[src/rtl/core/becl_ram.sv]
`default_nettype none
// ----------------------------------------------------------------------------
// becl_ram
// generic single write port ram with one registered read port
// ----------------------------------------------------------------------------
module becl_ram #(
  parameter int WIDTH = 8,
  parameter int DEPTH = 16
) (
  input  wire logic                                      clk,
  input  wire logic                                      we,
  input  wire logic [((DEPTH > 1) ? $clog2(DEPTH) : 1)-1:0] waddr,
  input  wire logic [WIDTH-1:0]                          wdata,
  input  wire logic [((DEPTH > 1) ? $clog2(DEPTH) : 1)-1:0] raddr,
  output logic      [WIDTH-1:0]                          rdata
);

  logic [WIDTH-1:0] mem [DEPTH];
  logic [WIDTH-1:0] rdata_r;

  always_ff @(posedge clk) begin
    if (we) begin
      mem[waddr] <= wdata;
    end
    rdata_r <= mem[raddr];
  end

  assign rdata = rdata_r;

endmodule : becl_ram
`default_nettype wire

[config.mk]
export PLATFORM = sky130hd
export DESIGN_NAME = becl_ram
export DESIGN_NICKNAME = d
export VERILOG_FILES = /design/src/rtl/core/becl_ram.sv
export SDC_FILE = /design/constraint.sdc
export NUM_CORES = 1
export LEC_CHECK = 0
export BUFFER_PORTS_ARGS = -buffer_cell sky130_fd_sc_hd__buf_2
export CAP_MARGIN = 20
export CORE_AREA = 2 2 110 112
export DETAILED_ROUTE_END_ITERATION = 7
export DIE_AREA = 0 0 112 114
export MAX_ROUTING_LAYER = met4
export PLACE_DENSITY = 0.63
export SLEW_MARGIN = 0
export SYNTH_ARGS = -nofsm -noshare
export SYNTH_HDL_FRONTEND = slang
export SYNTH_SLANG_ARGS = --single-unit
[constraint.sdc]
create_clock -name clk -period 3.9 [get_ports clk]
set_input_delay 0.39 -clock clk [delete_from_list [all_inputs] [get_ports clk]]
set_output_delay 0.39 -clock clk [all_outputs]
set_load 0.01 [all_outputs]
-- After elaboration in Yosys (flattened, before gate mapping)
Memory sizes are Yosys's and may differ from the RTL's. A register that Yosys moved wholly into a read port is not among the register bits.
Cells that the tools add are included.
- flip-flop bits (word level): 0
- RAM bits: 128
- bits of input ports: 18
- logic and storage cells: 3
- memories: 1
- multiplexer cells: 2
- memory list (name ; depth ; width ; read ports ; clocked after memory_dff ; write ports ; line ; RTL):
    mem ; 16 ; 8 ; 1 ; 1 ; 1 ; 18 ; logic [WIDTH-1:0] mem [DEPTH];
- operator list (cell ; count):
    $mux 1 ; 2

-- Logic depth before layout (Yosys ltp)
Gate-level depths: netlist of run 1.
- word-level depth: 2
- depth in mapped cells: 5

-- Least setup slack after synthesis of run 1
No wires, ideal clock.
- kind: in2reg
- start point: input port waddr[2] (netlist bit)
- end point: memory mem[0][0], enable pin
- arrival: 1.500 ns
- required time: 3.517 ns
- slack: 2.017 ns
- stages: 2
- path buffers: 0
- cells stage by stage: or3b_2 -> nor3_1
- RTL lines (what ; line ; RTL):
    start: declaration ; 12 ; input wire logic [((DEPTH > 1) ? $clog2(DEPTH) : 1)-1:0] waddr,
    end: declaration ; 18 ;
Straight into the memory's write port.

==> results.cfg, run 1 <==
[clock_tree]
cts_tree = built
post_cts_buffers = 0
cts_sinks = 136
cts.clk_slew.worst_paths_ns = 0.05
htree_levels = 4
postCtsResizedCells = 0
clk_latency_ns = 0.40
holdBufCountCts = 0
cts_root_buffer = clkbuf_16
numCtsBuffers = 17
clock_path_buffers = 2

[power_and_ir_drop]
leakagePower_nw = 2.020
power.share.sequential_pct = 47.7
pwr-share-clk_pct = 48.1
pwr-share-comb_pct = 4.2
p_sw_w = 0.0006539
power_density_nw_per_um2 = 571.0
swShare_pct = 18.98
ir_worst_vdd_mv = 0.3020
p_total_w = 0.003446
p_int_w = 0.002792

[floorplanning]
initial_utilization_pct = 43.95
die_y_um = 114
rows = 40
fp.dieArea_sq_um = 12770
fp.dieW_um = 112
pin_count = 26
core-area_sq_um = 11710

[setup_path]
r2r_start = mem[0][2]$_DFFE_PP_
path_depth = 5
critPathBufInv = 2
rrSetupSlack_ns = 2.54
worstRegToRegCells = 3
crit_slowest_cell = mux4_1
startpoint_type = input pin
critPathCaptureType = flip-flop
setup.worst_path.end = rdata[2]$_DFF_P_
cp_top_family = buffers and inverters
crit_start = raddr[0]
path_max_fanout = 21
cp_slowest_stage_delay_ns = 0.57
r2r-end = rdata[2]$_DFF_P_
cp.required_ns = 4.18
arrival_ns = 2.30
worstSetupPathType = in2reg
path_cells = buf_2 -> buf_4 -> mux4_1 -> a22oi_1 -> nand2_1

[placed_design]
gp_congestion = 0.7128
place_hpwl_mm = 5.945
io_buffers = 25

[global_routing]
grt_first_pass_wirelength_mm = 14.39
grt_usage_pct = 16.42
antenna_found_initial = 0
grt_max_degree = 33
grt_pass1_vias = 2469
overflow = 0

[layout]
drive_gt1_share_pct = 28.93
antennaDiodeCount = 0
area_delta_synth_final_pct = 17.23
layout.nets = 285
utilization_pct = 51.53

[logic_synthesis]
synth_compound_area_share_pct = 2.333
synth_top_flop_cell = edfxtp_1
ys_ff_latch = 136
yosysWarnings = 0
synthMuxAreaShare_pct = 15.02
synth_top_family_by_area = multiplexers
syn_nets = 247
avgSynthCellArea_sq_um = 22.48
synth_fa_ha_area_share_pct = 0
synth-simple-area-share_pct = 3.184
yosysUniqueCellTypes = 19
synthArstFlopShare_pct = 0
synth_edf_count = 128
synth-seq-area-share_pct = 77.78
syn_area_sq_um = 5147
synth-xor-area-share_pct = 0
synth_cells = 229

[timing]
timing.final.hold_violations = 0
finalCritPeriodShare_pct = 51.81
max_freq_mhz = 494.9
tns_ns = 0
slew_headroom_pct = 35.16
setup_viol = 0
rsz0062_at_grt = false
slew_violations = 0
clock_skew_ns = 0.006012
min_period_ns = 2.021
hold_ws_ns = 0.3752
tightest_slew_ns = 0.9690

[routing]
final_antenna_net_count = 0
drt_iter0_markers = 160
wl_per_cell_um = 21.88
wl_mm = 9.342
drc = 0
vias = 2342
first_pass_iters = 4
drt-vias-per-instance = 5.485

[flow_run]
drv_cap = 0

[worst_hold_path]
min_path_type = in2reg

[run_status]
run_status = complete, no violations
## synth_stat cells, types with 2 or more instances
library cell,instances,share of area (%)
mux4_2,18,7.9
nand2b_1,2,0.24
edfxtp_1,128,75
buf_6,3,0.66
buf_2,3,0.29
mux4_1,14,7.1
a22oi_1,16,2.3
nor2_1,13,0.95
nand2_1,9,0.66
clkdlybuf4s25_2,3,0.58
dfxtp_1,8,3.1
nand3b_1,2,0.29
nor3_1,4,0.39
## flip-flops by register name, summed over array words and instances (netlist names)
signal,flops
rdata,8
mem,128
## kinds of logic after synthesis
group	Yosys count
and+or+nand+nor	35
muxes	32
DFF	136
AOI/OAI and AO/OA	16
buffers and inverters	10
## worst register-to-register path, delay by kind of cell (launching register included)
kind | cells | cell delay [ns]
AND/OR/NAND/NOR | 1 | 0.08
multiplexers | 1 | 0.49
flip-flops | 1 | 0.37
AO/OA/AOI/OAI | 1 | 0.30
## cell type report
type / instances / area (sq um)
well taps: 147 / 183.9
clock buffers: 19 / 452.9
multi-input cells: 83 / 1062
clock inverters: 13 / 176.4
repair buffers: 29 / 155.1
fillers: 957 / 5677
flip-flops and latches: 136 / 4004
## cells in the final DEF (no fill, tap or decap)
cell type / count
mux4_1: 14
edfxtp_1: 128
nand3_1: 1
buf_2: 25
nor3_1: 3
bufinv_16: 4
dfxtp_1: 8
or3b_2: 1
nor2_1: 13
nand2b_1: 2
nor2b_1: 1
mux4_2: 18
clkbuf_8: 2
clkinv_2: 5
clkinvlp_4: 3
and2_1: 1
and2b_1: 1
nand2_1: 9
nand3b_1: 2
clkbuf_16: 17
a22oi_1: 16
nor3_2: 1
clkinv_4: 1
buf_4: 4
## metal layers
metal / share of wire (%) / wire length [um] / global-route usage, % / vias to the layer above
met2: 49 / 4613 / 25.94 / 56
met1: 44 / 4147 / 20.68 / 1231
met5: 0 / 0 / - / -
met4: 1.1 / 105 / 6.585 / 0
li1: - / - / - / 1050
met3: 5.1 / 475 / 4.198 / 5
## per-stage QoR
step	setup slack, ns	cell area [sq um]	cells
floorplan	2.017	5147	229
global placement	1.448	5405	395
detailed placement	1.435	5405	395
CTS	1.868	6035	427
global route	1.727	6035	427
finish	1.879	6035	427
## worst min path at each step
stage | startpoint | end | cells after the start
2_1_floorplan | wdata[0] | mem[0][0]$_DFFE_PP_ | 0
6_report | wdata[0] | mem[4][0]$_DFFE_PP_ | 1
5_1_grt | wdata[7] | mem[7][7]$_DFFE_PP_ | 1
4_1_cts | wdata[3] | mem[6][3]$_DFFE_PP_ | 1
3_5_place_dp | mem[15][5]$_DFFE_PP_ | rdata[5]$_DFF_P_ | 3
3_3_place_gp | mem[12][1]$_DFFE_PP_ | rdata[1]$_DFF_P_ | 3
## power groups by stage
stage          sequential [W]  combinational, W  clock [W]
6_report              0.00164          0.000144    0.00166
5_1_grt               0.00165          0.000157    0.00175
4_1_cts               0.00164          0.000147    0.00168
3_5_place_dp          0.00167          0.000147          0
3_3_place_gp          0.00167          0.000143          0
2_1_floorplan         0.00168         0.0000829          0
Note: power is estimated with default switching activity, not from simulation.
==> run 2, diff against run 1 <==
- ABC_AREA: default -> 1
- CORE_AREA: 2 2 110 112 -> 2 2 117 119
- DIE_AREA: 0 0 112 114 -> 0 0 119 121
- PLACE_DENSITY: 0.63 -> 0.62
- clock period: 3.9 -> 2.05 ns (I/O delays scaled with it)
==> run 2 against run 1 <==
Utilization decreased by 0.60 points. Highest routed layer unchanged. Sequential power increased by 91%. Critical path depth decreased by 4. Global-route usage increased by 3.4 points. Sequential share of layout area decreased by 6.3 points. Non-clock buffer count increased by 10. Largest cell class unchanged.
==> results.cfg, run 2 <==
[run_status]
run_status = complete, no violations

[timing]
tns_ns = 0
finalCritPeriodShare_pct = 57.21
tightest_slew_ns = 0.8108
hold_ws_ns = 0.1668
setup_ws_ns = 0.8772
slew_violations = 0
clock_skew_ns = 0.005187
slew_headroom_pct = 45.75
min_period_ns = 1.173
max_freq_mhz = 852.6
rsz0062_at_grt = false
setup_viol = 0
timing.final.hold_violations = 0

[power_and_ir_drop]
power_density_nw_per_um2 = 994.6
ir_worst_vdd_mv = 0.5006
leakagePower_nw = 2.876

[global_routing]
antenna_found_initial = 1
grt_pass1_vias = 3707
overflow = 0
grt_max_degree = 33
grt_usage_pct = 19.83
grt_first_pass_wirelength_mm = 20.36

[logic_synthesis]
synth_most_common_cell = nand2_1
synthTopCellsByArea = edfxtp_1 67%, nand2_1 11%, nand3_1 8.4%, inv_1 6.5%, dfxtp_1 2.8%
synth_cells = 551
yosysUniqueCellTypes = 12
syn_nets = 569
ys_ff_latch = 136
synthArstFlopShare_pct = 0
synth_edf_count = 128
yosysWarnings = 0
synth_top_area_share_pct = 66.65
synthTopCellsByCount = 173 x nand2_1, 128 x edfxtp_1, 100 x inv_1, 97 x nand3_1, 17 x nor2_1
syn_area_sq_um = 5767
synth-seq-area-share_pct = 69.43
synth_top_flop_cell = edfxtp_1
synth.largest_area_cell = edfxtp_1
avgSynthCellArea_sq_um = 10.47

[clock_tree]
cts_tree = built
post_cts_buffers = 0
cts_sinks = 136
cts.clk_slew.worst_paths_ns = 0.06
htree_levels = 4
numCtsBuffers = 17
postCtsResizedCells = 0
holdBufCountCts = 0
clk_latency_ns = 0.41
cts_root_buffer = clkbuf_16
clock_path_buffers = 2

[setup_path]
cp_slowest_stage_delay_ns = 0.39
critPathCaptureType = output port
path_max_fanout = 1
worstSetupPathType = reg2out
path_cells = buf_2
startpoint_type = flip-flop
crit_slowest_cell = dfxtp_1
cp.required_ns = 1.85
critPathBufInv = 1
crit_start = rdata[4]$_DFF_P_
cp_top_family = flip-flops
r2r_start = mem[7][1]$_DFFE_PP_
arrival_ns = 0.97

[floorplanning]
die_y_um = 121
initial_utilization_pct = 44.07
rows = 42
pin_count = 26
fp.dieW_um = 119
fp.dieArea_sq_um = 14400
core-area_sq_um = 13090

[layout]
area_delta_synth_final_pct = 15.56
layout.nets = 603
drive_gt1_share_pct = 11.54
final_common_cell = nand2_1
design_area_sq_um = 6664
final_cell_mix = 173 x nand2_1, 128 x edfxtp_1, 100 x inv_1
largest_reg_flops = 128
utilization_pct = 50.93
regMostFlops = mem

[routing]
drt-vias-per-instance = 4.911
drt_iter0_markers = 336
drc = 0
wl_per_cell_um = 16.77
final_antenna_net_count = 0
wl_mm = 13.00
vias = 3806
first_pass_iters = 5

[placed_design]
gp_congestion = 0.8890
place_hpwl_mm = 8.222
place_worst_setup_slack_ns = 0.4842
post_dp_cell_area_sq_um = 6051
io_buffers = 25

[flow_run]
drv_cap = 0

[worst_hold_path]
min_path_type = in2reg
worstHoldStart = raddr[3]
==> run 2: cell type report <==
class	instances	area, sq um
flip-flops and latches	136	4004
diodes	1	2.502
clock buffers	18	429.2
well taps	176	220.2
repair buffers	39	230.2
inverters	102	382.9
fillers	1178	6421
multi-input cells	289	1214
clock inverters	14	181.4
==> run 2: logic make-up (layout without fill, tap and decap cells) <==
group	count (synthesis)	in the layout	synth area share (%)
buf+inv	126	173	9.525
flops	136	136	69.43
other cells	0	1	0
simple gates	289	289	21.05
==> run 2: path summary, 6_finish.rpt <==
path                                         end  cells after the start  slack (ns)
worst max-delay path                    rdata[4]                      1        0.88
worst min-delay path            rdata[1]$_DFF_P_                      3        0.17
worst max register to register  rdata[1]$_DFF_P_                      6        1.03
worst min register to register  rdata[1]$_DFF_P_                      6        0.68
==> run 2: layer usage <==
metal  routed length (um)  track usage (%)  part of all wire [%]
met1                 5943            25.71                    46
met3                  654            4.887                   5.0
met5                    0                -                     0
met2                 6160            30.50                    47
met4                  240            7.440                   1.8
==> run 2: worst register-to-register path: stages (launching register included) <==
cell      delay, ns
edfxtp_1       0.35
inv_1          0.07
nand2_1        0.06
nand3_1        0.10
nand3_1        0.10
nand3_1        0.17
nand2_1        0.06
==> run 2: report_power, final <==
group	total [W]	switching, W	internal [W]
clock	0.00312	0.00111	0.00202
combinational	0.000369	0.000264	0.000105
sequential	0.00314	0.0000253	0.00311
==> run 2: per-stage QoR <==
step                      instances  power, W
after floorplan                 551  0.003410
after global placement          742  0.003557
after detailed placement        742  0.003563
after CTS                       774  0.006662
after global routing            775  0.006841
final                           775  0.006628
==> run 3, diff against run 2 <==
- PLACE_DENSITY: 0.62 -> 0.65
- clock period: 2.05 -> 1.03 ns (I/O delays scaled with it)
==> run 3 against run 2 <==
Non-clock buffer count up 19. Wire length up 1.0%. Combinational power up 140%. Clock-buffer cell count up 2. Register-to-register slack worse by 0.99 ns. Largest power group is now the clock network. Clock power up 120%. Sequential cell count unchanged.
==> results.cfg, run 3 (synthesized netlist as in run 2, its figures left out) <==
[power_and_ir_drop]
leakagePower_nw = 3.069
p_total_w = 0.01410
power_density_nw_per_um2 = 2002
ir_worst_vdd_mv = 0.9965

[run_status]
run_status = complete, no violations

[global_routing]
grt_pass1_vias = 3754
antenna_found_initial = 0
overflow = 0
grt_usage_pct = 19.84
grt_first_pass_wirelength_mm = 20.37
grt_max_degree = 36

[layout]
layout.nets = 622
final_common_cell = nand2_1
antennaDiodeCount = 0
utilization_pct = 53.80
final_cells = 793
regMostFlops = mem
area_delta_synth_final_pct = 22.07
largest_reg_flops = 128
final_cell_mix = 173 x nand2_1, 128 x edfxtp_1, 100 x inv_1
drive_gt1_share_pct = 16.53
design_area_sq_um = 7039

[setup_path]
crit_slowest_cell = dfxtp_2
path_cells = buf_2
worstSetupPathType = reg2out
cp_slowest_stage_delay_ns = 0.35
critPathCaptureType = output port
critPathBufInv = 1
startpoint_type = flip-flop
arrival_ns = 0.89
cp_top_family = flip-flops
cp.required_ns = 0.93
path_max_fanout = 1

[placed_design]
post_dp_cell_area_sq_um = 6294
place_worst_setup_slack_ns = -0.1288
place_hpwl_mm = 8.371
dp.cells = 761
io_buffers = 25
gp_congestion = 0.8673

[clock_tree]
cts_sinks = 136
cts.clk_slew.worst_paths_ns = 0.06
clk_latency_ns = 0.41
post_cts_buffers = 0
cts_tree = built
htree_levels = 4
numCtsBuffers = 17
clock_path_buffers = 2
cts_root_buffer = clkbuf_16

[floorplanning]
fp.dieW_um = 119
pin_count = 26
initial_utilization_pct = 44.07
core-area_sq_um = 13090
die_y_um = 121
fp.dieArea_sq_um = 14400
rows = 42

[timing]
setup_viol = 0
slew_headroom_pct = 71.46
finalCritPeriodShare_pct = 96.19
setup_ws_ns = 0.03927
timing.final.hold_violations = 0
clock_skew_ns = 0.008620
slew_violations = 0
min_period_ns = 0.9907
tightest_slew_ns = 0.4276
max_freq_mhz = 1009

[flow_run]
drv_cap = 0

[worst_hold_path]
min_path_type = in2reg

[routing]
final_antenna_net_count = 0
drt-vias-per-instance = 4.900
vias = 3886
first_pass_iters = 5
wl_per_cell_um = 16.56
drt_iter0_markers = 382
wl_mm = 13.13
drc = 0
==> run 3: final timing paths <==
check	cells after the start	start	to	slack, ns
worst max-delay path	1	rdata[4]$_DFF_P_	rdata[4]	0.04
worst min-delay path	1	wdata[5]	mem[5][5]$_DFFE_PP_	0.12
worst max register to register	6	mem[15][2]$_DFFE_PP_	rdata[2]$_DFF_P_	0.04
worst min register to register	6	mem[3][4]$_DFFE_PP_	rdata[4]$_DFF_P_	0.67
==> run 3: final cells by class <==
class,count,area [sq um]
Fill cell,1111,6046
Sequential cell,136,4005
Multi-Input combinational cell,289,1274
Timing Repair Buffer,58,473.0
Clock buffer,20,436.7
Inverter,102,382.9
Clock inverter,12,247.7
Tap cell,176,220.2
==> run 3: stage by stage <==
stage                     TNS (ns)  hold slack (ns)
after CTS                        0           0.1146
after global routing      -0.02366           0.1171
after global placement      -3.236           0.4978
final                            0           0.1152
after floorplan             -1.526           0.2019
after detailed placement    -5.782           0.5002
==> run 3: timing repair <==
action,4_1_cts,5_1_grt
pin swaps,0,1
setup endpoints to repair,1,7
resized for setup,1,12
hold buffers,0,0
==> run 3: power by group <==
group / switching, W / total (W) / internal (W)
Sequential: 0.0000364 / 0.00623 / 0.00619
Combinational: 0.000577 / 0.000873 / 0.000296
Clock: 0.00221 / 0.00700 / 0.00479
==> run 3: layer usage <==
metal / GRT usage, % / routed length (um)
met5: - / 0
met4: 6.845 / 201
met1: 25.24 / 5710
met3: 3.947 / 687
met2: 32.08 / 6533
